## config.mk

```make
export PLATFORM = sky130hd
export DESIGN_NAME = lane_point_clusterer
export DESIGN_NICKNAME = d
export VERILOG_FILES = /design/src/rtl/core/lpc_pkg.sv /design/src/rtl/core/lpc_lane_cell.sv /design/src/rtl/core/lpc_lane_ring.sv /design/src/rtl/core/lpc_sq_unit.sv /design/src/rtl/core/lane_point_clusterer.sv
export SDC_FILE = /design/constraint.sdc
export NUM_CORES = 2
export LEC_CHECK = 0
export ABC_AREA = 1
export BUFFER_PORTS_ARGS = -buffer_cell sky130_fd_sc_hd__buf_2
export CAP_MARGIN = 20
export CORE_MARGIN = 2
export CORE_UTILIZATION = 40
export DETAILED_ROUTE_END_ITERATION = 16
export PLACE_DENSITY = 0.66
export SETUP_SLACK_MARGIN = 0.3
export SYNTH_ARGS = -nofsm -noshare
export SYNTH_HDL_FRONTEND = slang
export SYNTH_SLANG_ARGS = --single-unit
```

## constraint.sdc

```tcl
create_clock -name aclk -period 9 [get_ports aclk]
set_input_delay 0.9 -clock aclk [delete_from_list [all_inputs] [get_ports aclk]]
set_output_delay 0.9 -clock aclk [all_outputs]
set_load 0.005 [all_outputs]
```

## src/rtl/core/lpc_pkg.sv

```systemverilog
// Shared types, constants and register codes for the lane point clusterer.
`timescale 1ns / 1ps
`default_nettype none

package lpc_pkg;

    localparam int MAX_LANES_DEF  = 16;
    localparam int COORD_BITS_DEF = 11;

    localparam int IN_COORD_W = 11;
    localparam int OUT_IDX_W  = 4;
    localparam int CNT_W      = 8;
    localparam int DIST_W     = 23;
    localparam int CFG_ADDR_W = 2;
    localparam int CFG_DATA_W = 23;

    localparam logic [CNT_W-1:0]  CNT_MAX  = 8'd255;
    localparam logic [DIST_W-1:0] DIST_MAX = 23'd8388607;

    localparam logic [10:0]       CENTER_COL_RST = 11'd320;
    localparam logic [10:0]       CENTER_ROW_RST = 11'd384;
    localparam logic [DIST_W-1:0] JOIN_DIST_RST  = 23'd100;
    localparam logic [CNT_W-1:0]  MIN_POINTS_RST = 8'd5;

    typedef enum logic [CFG_ADDR_W-1:0] {
        REG_CENTER_COL   = 2'd0,
        REG_CENTER_ROW   = 2'd1,
        REG_JOIN_DIST_SQ = 2'd2,
        REG_MIN_POINTS   = 2'd3
    } cfg_reg_t;

    typedef enum logic [2:0] {
        ST_IDLE,
        ST_CPREP,
        ST_LPREP,
        ST_PASS,
        ST_DRAIN,
        ST_FINAL
    } lpc_state_t;

    // per-ring control: rotate one step, or write one cell directly
    typedef struct packed {
        logic shift;
        logic load;
    } ring_ctrl_t;

endpackage

`default_nettype wire

```

## src/rtl/core/lpc_lane_cell.sv

```systemverilog
// One lane record cell of the rotating lane ring.
`timescale 1ns / 1ps
`default_nettype none

module lpc_lane_cell
    import lpc_pkg::*;
#(
    parameter int COORD_BITS = COORD_BITS_DEF
) (
    input  wire logic                  aclk,
    input  wire logic                  aresetn,
    input  wire ring_ctrl_t            ctrl,
    input  wire logic                  load_sel,
    // neighbor record
    input  wire logic                  in_used,
    input  wire logic [COORD_BITS-1:0] in_col,
    input  wire logic [COORD_BITS-1:0] in_row,
    input  wire logic [CNT_W-1:0]      in_cnt,
    input  wire logic [DIST_W-1:0]     in_min,
    // direct write record
    input  wire logic [COORD_BITS-1:0] ld_col,
    input  wire logic [COORD_BITS-1:0] ld_row,
    input  wire logic [CNT_W-1:0]      ld_cnt,
    input  wire logic [DIST_W-1:0]     ld_min,
    // held record
    output logic                       used,
    output logic [COORD_BITS-1:0]      col,
    output logic [COORD_BITS-1:0]      row,
    output logic [CNT_W-1:0]           cnt,
    output logic [DIST_W-1:0]          min_dist
);

    logic                  used_reg;
    logic [COORD_BITS-1:0] col_reg;
    logic [COORD_BITS-1:0] row_reg;
    logic [CNT_W-1:0]      cnt_reg;
    logic [DIST_W-1:0]     min_reg;

    logic                  wr_load;

    assign wr_load = ctrl.load && load_sel;

    always_ff @(posedge aclk) begin
        if (!aresetn) begin
            used_reg <= 1'b0;
        end else if (wr_load) begin
            used_reg <= 1'b1;
        end else if (ctrl.shift) begin
            used_reg <= in_used;
        end
    end

    always_ff @(posedge aclk) begin
        if (wr_load) begin
            col_reg <= ld_col;
            row_reg <= ld_row;
            cnt_reg <= ld_cnt;
            min_reg <= ld_min;
        end else if (ctrl.shift) begin
            col_reg <= in_col;
            row_reg <= in_row;
            cnt_reg <= in_cnt;
            min_reg <= in_min;
        end
    end

    assign used     = used_reg;
    assign col      = col_reg;
    assign row      = row_reg;
    assign cnt      = cnt_reg;
    assign min_dist = min_reg;

endmodule

`default_nettype wire

```

## src/rtl/core/lpc_lane_ring.sv

```systemverilog
// Lane table of one side: a ring of lane cells rotating toward cell 0.
`timescale 1ns / 1ps
`default_nettype none

module lpc_lane_ring
    import lpc_pkg::*;
#(
    parameter int MAX_LANES  = MAX_LANES_DEF,
    parameter int COORD_BITS = COORD_BITS_DEF,
    localparam int LANE_W    = $clog2(MAX_LANES)
) (
    input  wire logic                  aclk,
    input  wire logic                  aresetn,
    input  wire ring_ctrl_t            ctrl,
    // record entering the tail cell on a rotation
    input  wire logic                  tail_used,
    input  wire logic [COORD_BITS-1:0] tail_col,
    input  wire logic [COORD_BITS-1:0] tail_row,
    input  wire logic [CNT_W-1:0]      tail_cnt,
    input  wire logic [DIST_W-1:0]     tail_min,
    // direct write of a newly opened lane
    input  wire logic [LANE_W-1:0]     ld_idx,
    input  wire logic [COORD_BITS-1:0] ld_col,
    input  wire logic [COORD_BITS-1:0] ld_row,
    input  wire logic [CNT_W-1:0]      ld_cnt,
    input  wire logic [DIST_W-1:0]     ld_min,
    // head cell and the cell behind it
    output logic                       head_used,
    output logic [COORD_BITS-1:0]      head_col,
    output logic [COORD_BITS-1:0]      head_row,
    output logic [CNT_W-1:0]           head_cnt,
    output logic [DIST_W-1:0]          head_min,
    output logic [COORD_BITS-1:0]      peek_col,
    output logic [COORD_BITS-1:0]      peek_row
);

    logic                  used_w [MAX_LANES];
    logic [COORD_BITS-1:0] col_w  [MAX_LANES];
    logic [COORD_BITS-1:0] row_w  [MAX_LANES];
    logic [CNT_W-1:0]      cnt_w  [MAX_LANES];
    logic [DIST_W-1:0]     min_w  [MAX_LANES];

    for (genvar i = 0; i < MAX_LANES; i++) begin : g_cell
        logic                  n_used;
        logic [COORD_BITS-1:0] n_col;
        logic [COORD_BITS-1:0] n_row;
        logic [CNT_W-1:0]      n_cnt;
        logic [DIST_W-1:0]     n_min;

        if (i == MAX_LANES - 1) begin : g_tail
            assign n_used = tail_used;
            assign n_col  = tail_col;
            assign n_row  = tail_row;
            assign n_cnt  = tail_cnt;
            assign n_min  = tail_min;
        end else begin : g_mid
            assign n_used = used_w[i+1];
            assign n_col  = col_w[i+1];
            assign n_row  = row_w[i+1];
            assign n_cnt  = cnt_w[i+1];
            assign n_min  = min_w[i+1];
        end

        lpc_lane_cell #(
            .COORD_BITS (COORD_BITS)
        ) u_cell (
            .aclk     (aclk),
            .aresetn  (aresetn),
            .ctrl     (ctrl),
            .load_sel (ld_idx == LANE_W'(i)),
            .in_used  (n_used),
            .in_col   (n_col),
            .in_row   (n_row),
            .in_cnt   (n_cnt),
            .in_min   (n_min),
            .ld_col   (ld_col),
            .ld_row   (ld_row),
            .ld_cnt   (ld_cnt),
            .ld_min   (ld_min),
            .used     (used_w[i]),
            .col      (col_w[i]),
            .row      (row_w[i]),
            .cnt      (cnt_w[i]),
            .min_dist (min_w[i])
        );
    end

    assign head_used = used_w[0];
    assign head_col  = col_w[0];
    assign head_row  = row_w[0];
    assign head_cnt  = cnt_w[0];
    assign head_min  = min_w[0];
    assign peek_col  = col_w[1];
    assign peek_row  = row_w[1];

endmodule

`default_nettype wire

```

## src/rtl/core/lpc_sq_unit.sv

```systemverilog
// Registered squares of the column and row differences of two points.
`timescale 1ns / 1ps
`default_nettype none

module lpc_sq_unit
    import lpc_pkg::*;
#(
    parameter int COORD_BITS = COORD_BITS_DEF,
    localparam int SQ_W      = 2 * COORD_BITS
) (
    input  wire logic                  aclk,
    input  wire logic                  en,
    input  wire logic [COORD_BITS-1:0] a_col,
    input  wire logic [COORD_BITS-1:0] a_row,
    input  wire logic [COORD_BITS-1:0] b_col,
    input  wire logic [COORD_BITS-1:0] b_row,
    output logic [SQ_W-1:0]            sq_col,
    output logic [SQ_W-1:0]            sq_row
);

    logic [COORD_BITS-1:0] dc;
    logic [COORD_BITS-1:0] dr;
    logic [SQ_W-1:0]       sq_col_reg;
    logic [SQ_W-1:0]       sq_row_reg;

    assign dc = (a_col > b_col) ? (a_col - b_col) : (b_col - a_col);
    assign dr = (a_row > b_row) ? (a_row - b_row) : (b_row - a_row);

    always_ff @(posedge aclk) begin
        if (en) begin
            sq_col_reg <= SQ_W'(dc) * SQ_W'(dc);
            sq_row_reg <= SQ_W'(dr) * SQ_W'(dr);
        end
    end

    assign sq_col = sq_col_reg;
    assign sq_row = sq_row_reg;

endmodule

`default_nettype wire

```

## src/rtl/core/lane_point_clusterer.sv

```systemverilog
// Lane point clusterer: per-side lane rings, two distance heads, closest-lane tracker.
// A taken point steps through CPREP, LPREP, PASS, DRAIN and FINAL before m_tvalid rises.
// A new point is taken only in IDLE, once the last one has left FINAL; the ring of the
// point's side rotates once through the shared distance head, one lane per cycle.
// A finished result sits in the output register while the next point is taken.
// Reset (aresetn low, synchronous) clears all lane used bits and loads register defaults.
`timescale 1ns / 1ps
`default_nettype none

module lane_point_clusterer
    import lpc_pkg::*;
#(
    parameter int MAX_LANES  = MAX_LANES_DEF,
    parameter int COORD_BITS = COORD_BITS_DEF
) (
    input  wire logic                  aclk,
    input  wire logic                  aresetn,
    // configuration write port
    input  wire logic                  cfg_we,
    input  wire logic [CFG_ADDR_W-1:0] cfg_index,
    input  wire logic [CFG_DATA_W-1:0] cfg_wdata,
    // point input
    input  wire logic                  s_tvalid,
    output logic                       s_tready,
    input  wire logic [23:0]           s_tdata,  // point_col, point_row, zero pad
    input  wire logic [0:0]            s_tuser,  // side
    // result output
    output logic                       m_tvalid,
    input  wire logic                  m_tready,
    output logic [7:0]                 m_tdata,  // lane_index, closest_lane
    output logic [2:0]                 m_tuser   // opened_lane, table_full, closest_valid
);

    localparam int LANE_W = $clog2(MAX_LANES);
    localparam int SQ_W   = 2 * COORD_BITS;
    localparam int SUM_W  = SQ_W + 1;
    localparam int CMP_W  = (SUM_W > DIST_W) ? SUM_W : DIST_W;
    localparam logic [LANE_W-1:0] LAST_LANE = LANE_W'(MAX_LANES - 1);

    // configuration
    logic [10:0]       center_col_reg;
    logic [10:0]       center_row_reg;
    logic [DIST_W-1:0] join_dist_reg;
    logic [CNT_W-1:0]  min_points_reg;

    always_ff @(posedge aclk) begin
        if (!aresetn) begin
            center_col_reg <= CENTER_COL_RST;
            center_row_reg <= CENTER_ROW_RST;
            join_dist_reg  <= JOIN_DIST_RST;
            min_points_reg <= MIN_POINTS_RST;
        end else if (cfg_we) begin
            unique case (cfg_reg_t'(cfg_index))
                REG_CENTER_COL:   center_col_reg <= cfg_wdata[10:0];
                REG_CENTER_ROW:   center_row_reg <= cfg_wdata[10:0];
                REG_JOIN_DIST_SQ: join_dist_reg  <= cfg_wdata[DIST_W-1:0];
                REG_MIN_POINTS:   min_points_reg <= cfg_wdata[CNT_W-1:0];
                default:          ;
            endcase
        end
    end

    // control and working registers
    lpc_state_t            state_reg, state_next;
    logic                  side_reg, side_next;
    logic [COORD_BITS-1:0] pcol_reg, pcol_next;
    logic [COORD_BITS-1:0] prow_reg, prow_next;
    logic [DIST_W-1:0]     cdist_reg, cdist_next;
    logic [LANE_W-1:0]     pass_cnt_reg, pass_cnt_next;
    logic                  hit_found_reg, hit_found_next;
    logic [LANE_W-1:0]     hit_idx_reg, hit_idx_next;
    logic                  free_found_reg, free_found_next;
    logic [LANE_W-1:0]     free_idx_reg, free_idx_next;
    // tracker pipeline stage: updated record of the lane just past the head
    logic                  pl_valid_reg, pl_valid_next;
    logic                  pl_used_reg, pl_used_next;
    logic [CNT_W-1:0]      pl_cnt_reg, pl_cnt_next;
    logic [DIST_W-1:0]     pl_min_reg, pl_min_next;
    logic [LANE_W-1:0]     pl_idx_reg, pl_idx_next;
    logic                  cvalid_reg, cvalid_next;
    logic [DIST_W-1:0]     best_reg, best_next;
    logic [LANE_W-1:0]     cidx_reg, cidx_next;
    // output register
    logic                  m_valid_reg, m_valid_next;
    logic [OUT_IDX_W-1:0]  m_lane_reg, m_lane_next;
    logic [OUT_IDX_W-1:0]  m_close_reg, m_close_next;
    logic                  m_open_reg, m_open_next;
    logic                  m_full_reg, m_full_next;
    logic                  m_cvalid_reg, m_cvalid_next;

    // ring signals
    ring_ctrl_t            ctrl0, ctrl1;
    logic                  h_used [2];
    logic [COORD_BITS-1:0] h_col  [2];
    logic [COORD_BITS-1:0] h_row  [2];
    logic [CNT_W-1:0]      h_cnt  [2];
    logic [DIST_W-1:0]     h_min  [2];
    logic [COORD_BITS-1:0] k_col  [2];
    logic [COORD_BITS-1:0] k_row  [2];

    logic                  t_used;
    logic [COORD_BITS-1:0] t_col;
    logic [COORD_BITS-1:0] t_row;
    logic [CNT_W-1:0]      t_cnt;
    logic [DIST_W-1:0]     t_min;

    // selected side
    logic                  hd_used;
    logic [COORD_BITS-1:0] hd_col;
    logic [COORD_BITS-1:0] hd_row;
    logic [CNT_W-1:0]      hd_cnt;
    logic [DIST_W-1:0]     hd_min;
    logic [COORD_BITS-1:0] pk_col;
    logic [COORD_BITS-1:0] pk_row;

    // distance heads
    logic [COORD_BITS-1:0] ccol;
    logic [COORD_BITS-1:0] crow;
    logic [SQ_W-1:0]       c_sqc, c_sqr;
    logic [SQ_W-1:0]       l_sqc, l_sqr;
    logic [COORD_BITS-1:0] lb_col, lb_row;
    logic                  c_en, l_en;
    logic [SUM_W-1:0]      c_sum, l_sum;

    logic                  is_hit;
    logic                  final_fire;
    logic                  do_open;
    logic                  take_new;

    assign ccol = COORD_BITS'(center_col_reg);
    assign crow = COORD_BITS'(center_row_reg);

    assign hd_used = h_used[side_reg];
    assign hd_col  = h_col[side_reg];
    assign hd_row  = h_row[side_reg];
    assign hd_cnt  = h_cnt[side_reg];
    assign hd_min  = h_min[side_reg];
    assign pk_col  = k_col[side_reg];
    assign pk_row  = k_row[side_reg];

    assign c_en   = (state_reg == ST_CPREP);
    assign l_en   = (state_reg == ST_LPREP) || (state_reg == ST_PASS);
    // during the pass the head unit looks one cell ahead, so the squares line up
    assign lb_col = (state_reg == ST_LPREP) ? hd_col : pk_col;
    assign lb_row = (state_reg == ST_LPREP) ? hd_row : pk_row;

    lpc_sq_unit #(
        .COORD_BITS (COORD_BITS)
    ) u_center_sq (
        .aclk   (aclk),
        .en     (c_en),
        .a_col  (pcol_reg),
        .a_row  (prow_reg),
        .b_col  (ccol),
        .b_row  (crow),
        .sq_col (c_sqc),
        .sq_row (c_sqr)
    );

    lpc_sq_unit #(
        .COORD_BITS (COORD_BITS)
    ) u_lane_sq (
        .aclk   (aclk),
        .en     (l_en),
        .a_col  (pcol_reg),
        .a_row  (prow_reg),
        .b_col  (lb_col),
        .b_row  (lb_row),
        .sq_col (l_sqc),
        .sq_row (l_sqr)
    );

    assign c_sum = SUM_W'(c_sqc) + SUM_W'(c_sqr);
    assign l_sum = SUM_W'(l_sqc) + SUM_W'(l_sqr);

    // head record update: first lane within join distance takes the point
    assign is_hit = (state_reg == ST_PASS) && hd_used && !hit_found_reg &&
                    (CMP_W'(l_sum) < CMP_W'(join_dist_reg));

    assign t_used = hd_used;
    assign t_col  = is_hit ? pcol_reg : hd_col;
    assign t_row  = is_hit ? prow_reg : hd_row;
    assign t_cnt  = (is_hit && (hd_cnt != CNT_MAX)) ? (hd_cnt + CNT_W'(1)) : hd_cnt;
    assign t_min  = (is_hit && (cdist_reg < hd_min)) ? cdist_reg : hd_min;

    assign final_fire = (state_reg == ST_FINAL) && (!m_valid_reg || m_tready);
    assign do_open    = !hit_found_reg && free_found_reg;

    // a freshly opened lane holds one point at the center distance of this point
    assign take_new = do_open && (min_points_reg <= CNT_W'(1)) &&
                      (!cvalid_reg || (cdist_reg < best_reg) ||
                       ((cdist_reg == best_reg) && (free_idx_reg < cidx_reg)));

    always_comb begin
        ctrl0.shift = (state_reg == ST_PASS) && !side_reg;
        ctrl1.shift = (state_reg == ST_PASS) && side_reg;
        ctrl0.load  = final_fire && do_open && !side_reg;
        ctrl1.load  = final_fire && do_open && side_reg;
    end

    for (genvar s = 0; s < 2; s++) begin : g_side
        lpc_lane_ring #(
            .MAX_LANES  (MAX_LANES),
            .COORD_BITS (COORD_BITS)
        ) u_ring (
            .aclk      (aclk),
            .aresetn   (aresetn),
            .ctrl      ((s == 0) ? ctrl0 : ctrl1),
            .tail_used (t_used),
            .tail_col  (t_col),
            .tail_row  (t_row),
            .tail_cnt  (t_cnt),
            .tail_min  (t_min),
            .ld_idx    (free_idx_reg),
            .ld_col    (pcol_reg),
            .ld_row    (prow_reg),
            .ld_cnt    (CNT_W'(1)),
            .ld_min    (cdist_reg),
            .head_used (h_used[s]),
            .head_col  (h_col[s]),
            .head_row  (h_row[s]),
            .head_cnt  (h_cnt[s]),
            .head_min  (h_min[s]),
            .peek_col  (k_col[s]),
            .peek_row  (k_row[s])
        );
    end

    always_ff @(posedge aclk) begin
        if (!aresetn) begin
            state_reg    <= ST_IDLE;
            pl_valid_reg <= 1'b0;
            m_valid_reg  <= 1'b0;
        end else begin
            state_reg    <= state_next;
            pl_valid_reg <= pl_valid_next;
            m_valid_reg  <= m_valid_next;
        end
    end

    always_ff @(posedge aclk) begin
        side_reg       <= side_next;
        pcol_reg       <= pcol_next;
        prow_reg       <= prow_next;
        cdist_reg      <= cdist_next;
        pass_cnt_reg   <= pass_cnt_next;
        hit_found_reg  <= hit_found_next;
        hit_idx_reg    <= hit_idx_next;
        free_found_reg <= free_found_next;
        free_idx_reg   <= free_idx_next;
        pl_used_reg    <= pl_used_next;
        pl_cnt_reg     <= pl_cnt_next;
        pl_min_reg     <= pl_min_next;
        pl_idx_reg     <= pl_idx_next;
        cvalid_reg     <= cvalid_next;
        best_reg       <= best_next;
        cidx_reg       <= cidx_next;
        m_lane_reg     <= m_lane_next;
        m_close_reg    <= m_close_next;
        m_open_reg     <= m_open_next;
        m_full_reg     <= m_full_next;
        m_cvalid_reg   <= m_cvalid_next;
    end

    always_comb begin
        state_next      = state_reg;
        side_next       = side_reg;
        pcol_next       = pcol_reg;
        prow_next       = prow_reg;
        cdist_next      = cdist_reg;
        pass_cnt_next   = pass_cnt_reg;
        hit_found_next  = hit_found_reg;
        hit_idx_next    = hit_idx_reg;
        free_found_next = free_found_reg;
        free_idx_next   = free_idx_reg;
        pl_valid_next   = 1'b0;
        pl_used_next    = t_used;
        pl_cnt_next     = t_cnt;
        pl_min_next     = t_min;
        pl_idx_next     = pass_cnt_reg;
        cvalid_next     = cvalid_reg;
        best_next       = best_reg;
        cidx_next       = cidx_reg;
        m_valid_next    = m_valid_reg && !m_tready;
        m_lane_next     = m_lane_reg;
        m_close_next    = m_close_reg;
        m_open_next     = m_open_reg;
        m_full_next     = m_full_reg;
        m_cvalid_next   = m_cvalid_reg;
        s_tready        = (state_reg == ST_IDLE);

        // closest-lane tracker, one lane behind the head
        if (pl_valid_reg && pl_used_reg && (pl_cnt_reg >= min_points_reg) &&
            (!cvalid_reg || (pl_min_reg < best_reg))) begin
            cvalid_next = 1'b1;
            best_next   = pl_min_reg;
            cidx_next   = pl_idx_reg;
        end

        unique case (state_reg)
            ST_IDLE: begin
                if (s_tvalid) begin
                    side_next       = s_tuser[0];
                    pcol_next       = COORD_BITS'(s_tdata[IN_COORD_W-1:0]);
                    prow_next       = COORD_BITS'(s_tdata[2*IN_COORD_W-1:IN_COORD_W]);
                    hit_found_next  = 1'b0;
                    free_found_next = 1'b0;
                    state_next      = ST_CPREP;
                end
            end
            ST_CPREP: begin
                cvalid_next = 1'b0;
                state_next  = ST_LPREP;
            end
            ST_LPREP: begin
                cdist_next    = (CMP_W'(c_sum) > CMP_W'(DIST_MAX)) ? DIST_MAX
                                                                   : DIST_W'(c_sum);
                pass_cnt_next = '0;
                state_next    = ST_PASS;
            end
            ST_PASS: begin
                pl_valid_next = 1'b1;
                if (is_hit) begin
                    hit_found_next = 1'b1;
                    hit_idx_next   = pass_cnt_reg;
                end
                if (!hd_used && !free_found_reg) begin
                    free_found_next = 1'b1;
                    free_idx_next   = pass_cnt_reg;
                end
                if (pass_cnt_reg == LAST_LANE) begin
                    state_next = ST_DRAIN;
                end else begin
                    pass_cnt_next = pass_cnt_reg + LANE_W'(1);
                end
            end
            ST_DRAIN: begin
                state_next = ST_FINAL;
            end
            ST_FINAL: begin
                if (final_fire) begin
                    m_valid_next  = 1'b1;
                    m_open_next   = do_open;
                    m_full_next   = !hit_found_reg && !free_found_reg;
                    m_lane_next   = hit_found_reg ? OUT_IDX_W'(hit_idx_reg) :
                                    do_open       ? OUT_IDX_W'(free_idx_reg) : '0;
                    m_cvalid_next = cvalid_reg || take_new;
                    m_close_next  = take_new   ? OUT_IDX_W'(free_idx_reg) :
                                    cvalid_reg ? OUT_IDX_W'(cidx_reg) : '0;
                    state_next    = ST_IDLE;
                end
            end
            default: begin
                state_next = ST_IDLE;
            end
        endcase
    end

    assign m_tvalid = m_valid_reg;
    assign m_tdata  = {m_close_reg, m_lane_reg};
    assign m_tuser  = {m_cvalid_reg, m_full_reg, m_open_reg};

    // one point in flight: no transfer on the cycle after a transfer
    a_one_in_flight: assert property (@(posedge aclk) disable iff (!aresetn)
        s_tvalid && s_tready |=> !s_tready)
        else $error("input taken while a point is in flight");

    a_open_full_excl: assert property (@(posedge aclk) disable iff (!aresetn)
        m_tvalid |-> !(m_tuser[0] && m_tuser[1]))
        else $error("result both opened a lane and reported table full");

    a_no_closest_zero: assert property (@(posedge aclk) disable iff (!aresetn)
        m_tvalid && !m_tuser[2] |-> (m_tdata[7:4] == '0))
        else $error("closest lane nonzero without an eligible lane");

    // the ring must be back in place after a full rotation
    a_pass_aligned: assert property (@(posedge aclk) disable iff (!aresetn)
        (state_reg == ST_DRAIN) |-> (pass_cnt_reg == LAST_LANE) && $past(state_reg == ST_PASS))
        else $error("lane pass ended before a full rotation");

endmodule

`default_nettype wire
```

==> metrics.txt <==
RR Startpoint=state_reg[2]; Core ar.=253700 sq um; fmax=122.5 MHz; clk root buf=clkbuf_16; CTS tree=built; ratio of cells with drive above 1 in the final layout=0.06083; Worst Path Required=9.57 ns; aggregate global-route resource usage=0.2139; Vias/cell=5.251; CTS buffer count=197; vias post-DR=73350; Worst slew margin=0.2825; initial core utilization=0.4016; asr flop ratio synth=0; CP max FO=11; clk_lat worst skew=0.85 ns; Fin. Hold Viols=0; Die Span Y=508.7 microns; hpwl dp=186800 microns; Reg clk slew, reported paths=0.06 ns; Max-Cap Viols=0; count leader, synth=nand2_1; GRT overflow=0; endpoints failing setup=0; full die area=258700 sq um; # nets final=11190; Final Max Tran Viols=0; Fin Setup TNS=0 ns; Synth Net Count=11370; Clock Sinks=2005; max reg flops=736; wire length per cell=19.98 microns; IO Count=68; Cell Rows=185; Worst Hold Class=input port to flip-flop; worst hold stages=1; status=finished, final reports clean; register area share after synthesis=0.5534; RePlAce Congestion=0.9090; Worst Tran Pin Value=1.075 ns; Mapped Cells=10620; First DRT Iteration DRCs=7197; #FFs+latches synth=2005; DRC=0; EDFF count, synth=1622; worst setup path class=flip-flop to flip-flop; hold endpoint=pcol_reg[8]; pin count of the biggest net entering global routing=97; top post-synthesis cells by count=nand2_1, edfxtp_1, o21ai_0; Max clock buf depth=3; RSZ-0062 raised after global routing=no; worst hold start=s_tdata[8]; vias in the first global route=70650; Pre-antenna DRT Iters=6; reg2reg path depth=34; shortest period the worst path allows=8.164 ns; Crit path largest cell delay=0.56 ns; placed cell count=13590; fin cells=13970; Fillers=24000; initial antenna violation count=2; YS warnings=0; Netlist cell types=57; Tcrit/Tclk final=0.9071; area growth from synthesis to layout=9.839%; most used cell, CP=inv_1; CTS H-Tree Depth=4; cell taking the most area after synthesis=edfxtp_1; post-synthesis cell area=101900 sq um; DRT antenna net count=0; number of inserted diodes=0; R2R setup slack=0.84 ns; CP Launch Type=flip-flop; detailed-route wire length=279100 microns; IO Port Bufs=65; Area contributors post-synth=edfxtp_1, nand2_1, o21ai_0; Synth top area share=0.4781; final clock skew=0.03500 ns; capture point of the worst reg-to-reg path=u_lane_sq.sq_col[14]; ys flop type=edfxtp_1; endpoint type of the worst setup path=flip-flop; first-pass GRT wire length=428500 microns; DIE WIDTH=508.7 microns; Max stage delay cell, worst path=fa_1; Crit path arrival time=8.74 ns; syn_area_per_cell=9.594 sq um
==> worst max path at each step <==
stage / depth (start not counted) / start / to / slack [ns]
final: 34 / state_reg[2] / u_lane_sq.sq_col[14] / 0.84
after global routing: 34 / state_reg[1] / u_lane_sq.sq_col[14] / 0.31
after CTS: 33 / state_reg[1] / u_lane_sq.sq_col[14] / 0.49
after detailed placement: 33 / state_reg[1] / u_lane_sq.sq_col[14] / 0.55
after global placement: 35 / state_reg[1] / u_lane_sq.sq_col[14] / 0.56
after floorplan: 41 / state_reg[1] / u_lane_sq.sq_row[18] / 0.50
==> kinds of logic (layout without fill, tap and decap cells) <==
kind of cell    after synthesis  count (layout)  synth area share
mux                          44              44          0.004323
compound gates             2097            2097            0.1067
xor+xnor                    165             165           0.01426
simple gates               3930            3930            0.1528
buf+inv                    1678            1664           0.06360
flops                      2005            2005            0.5534
fa+ha+maj                   699             699            0.1049
==> placed cells by master, fill, tap and decap left out, types with 49 or more instances in the layout <==
cell / count
a21oi_1: 266
buf_2: 65
buf_4: 140
clkbuf_1: 50
clkbuf_16: 202
dfxtp_1: 383
edfxtp_1: 1622
fa_1: 259
ha_1: 440
inv_1: 1059
nand2_1: 3174
nand2_2: 49
nand3_1: 214
nor2_1: 327
o211ai_1: 52
o21ai_0: 1557
o21ai_1: 111
xor2_1: 116
==> per-layer routing <==
layer  GRT usage  wire length [microns]  up-vias
met5           0                     29        -
met4     0.04741                   5133        4
met3     0.04455                  25740      337
met2      0.3260                 122600     2967
met1      0.3124                 125600    35260
li1            -                      -    34790
==> metrics by stage <==
step / util / worst slack, ns / hold slack (ns) / cell area, sq um
detailed placement: 0.4150 / 0.5482 / 0.3887 / 105300
finish: 0.4411 / 0.8361 / 0.2417 / 111900
floorplan: - / 0.4961 / 0.3855 / 101900
global route: 0.4411 / 0.3088 / 0.2168 / 111900
global placement: 0.4148 / 0.5588 / 0.3899 / 105200
CTS: 0.4403 / 0.4908 / 0.1775 / 111700
==> worst max-delay path, delay by kind of cell, from the launching register on <==
family                     cells  cell delay, ns
AOI/OAI and AO/OA              7            1.26
xor gates and xnor gates       1            0.16
adders and majority gates      7            3.29
buffers and inverters         10            1.49
DFF                            1            0.50
and+or+nand+nor                9            1.20
==> what timing repair did <==
action / 4_1_cts / 5_1_grt
endpoints found under the hold margin: 0 / 0
buffers inserted: 0 / 2
hold buffers: 0 / 0
resized for setup: 0 / 20
endpoints found under the setup margin: 0 / 17
==> cell type report <==
cell class,count,area [sq um],area share
well taps,3366,4212,0.03764
repair inverters,1,7.507,0.00006709
inverters,1081,4073,0.03640
repair buffers,214,1573,0.01406
clock inverters,104,1033,0.009236
multi-input cells,6935,39230,0.3506
flip-flops and latches,2005,56370,0.5038
clock buffers,264,5395,0.04822
Power is not shown: default switching activity piles up to over one toggle a cycle in this logic, so the estimate is an artifact.
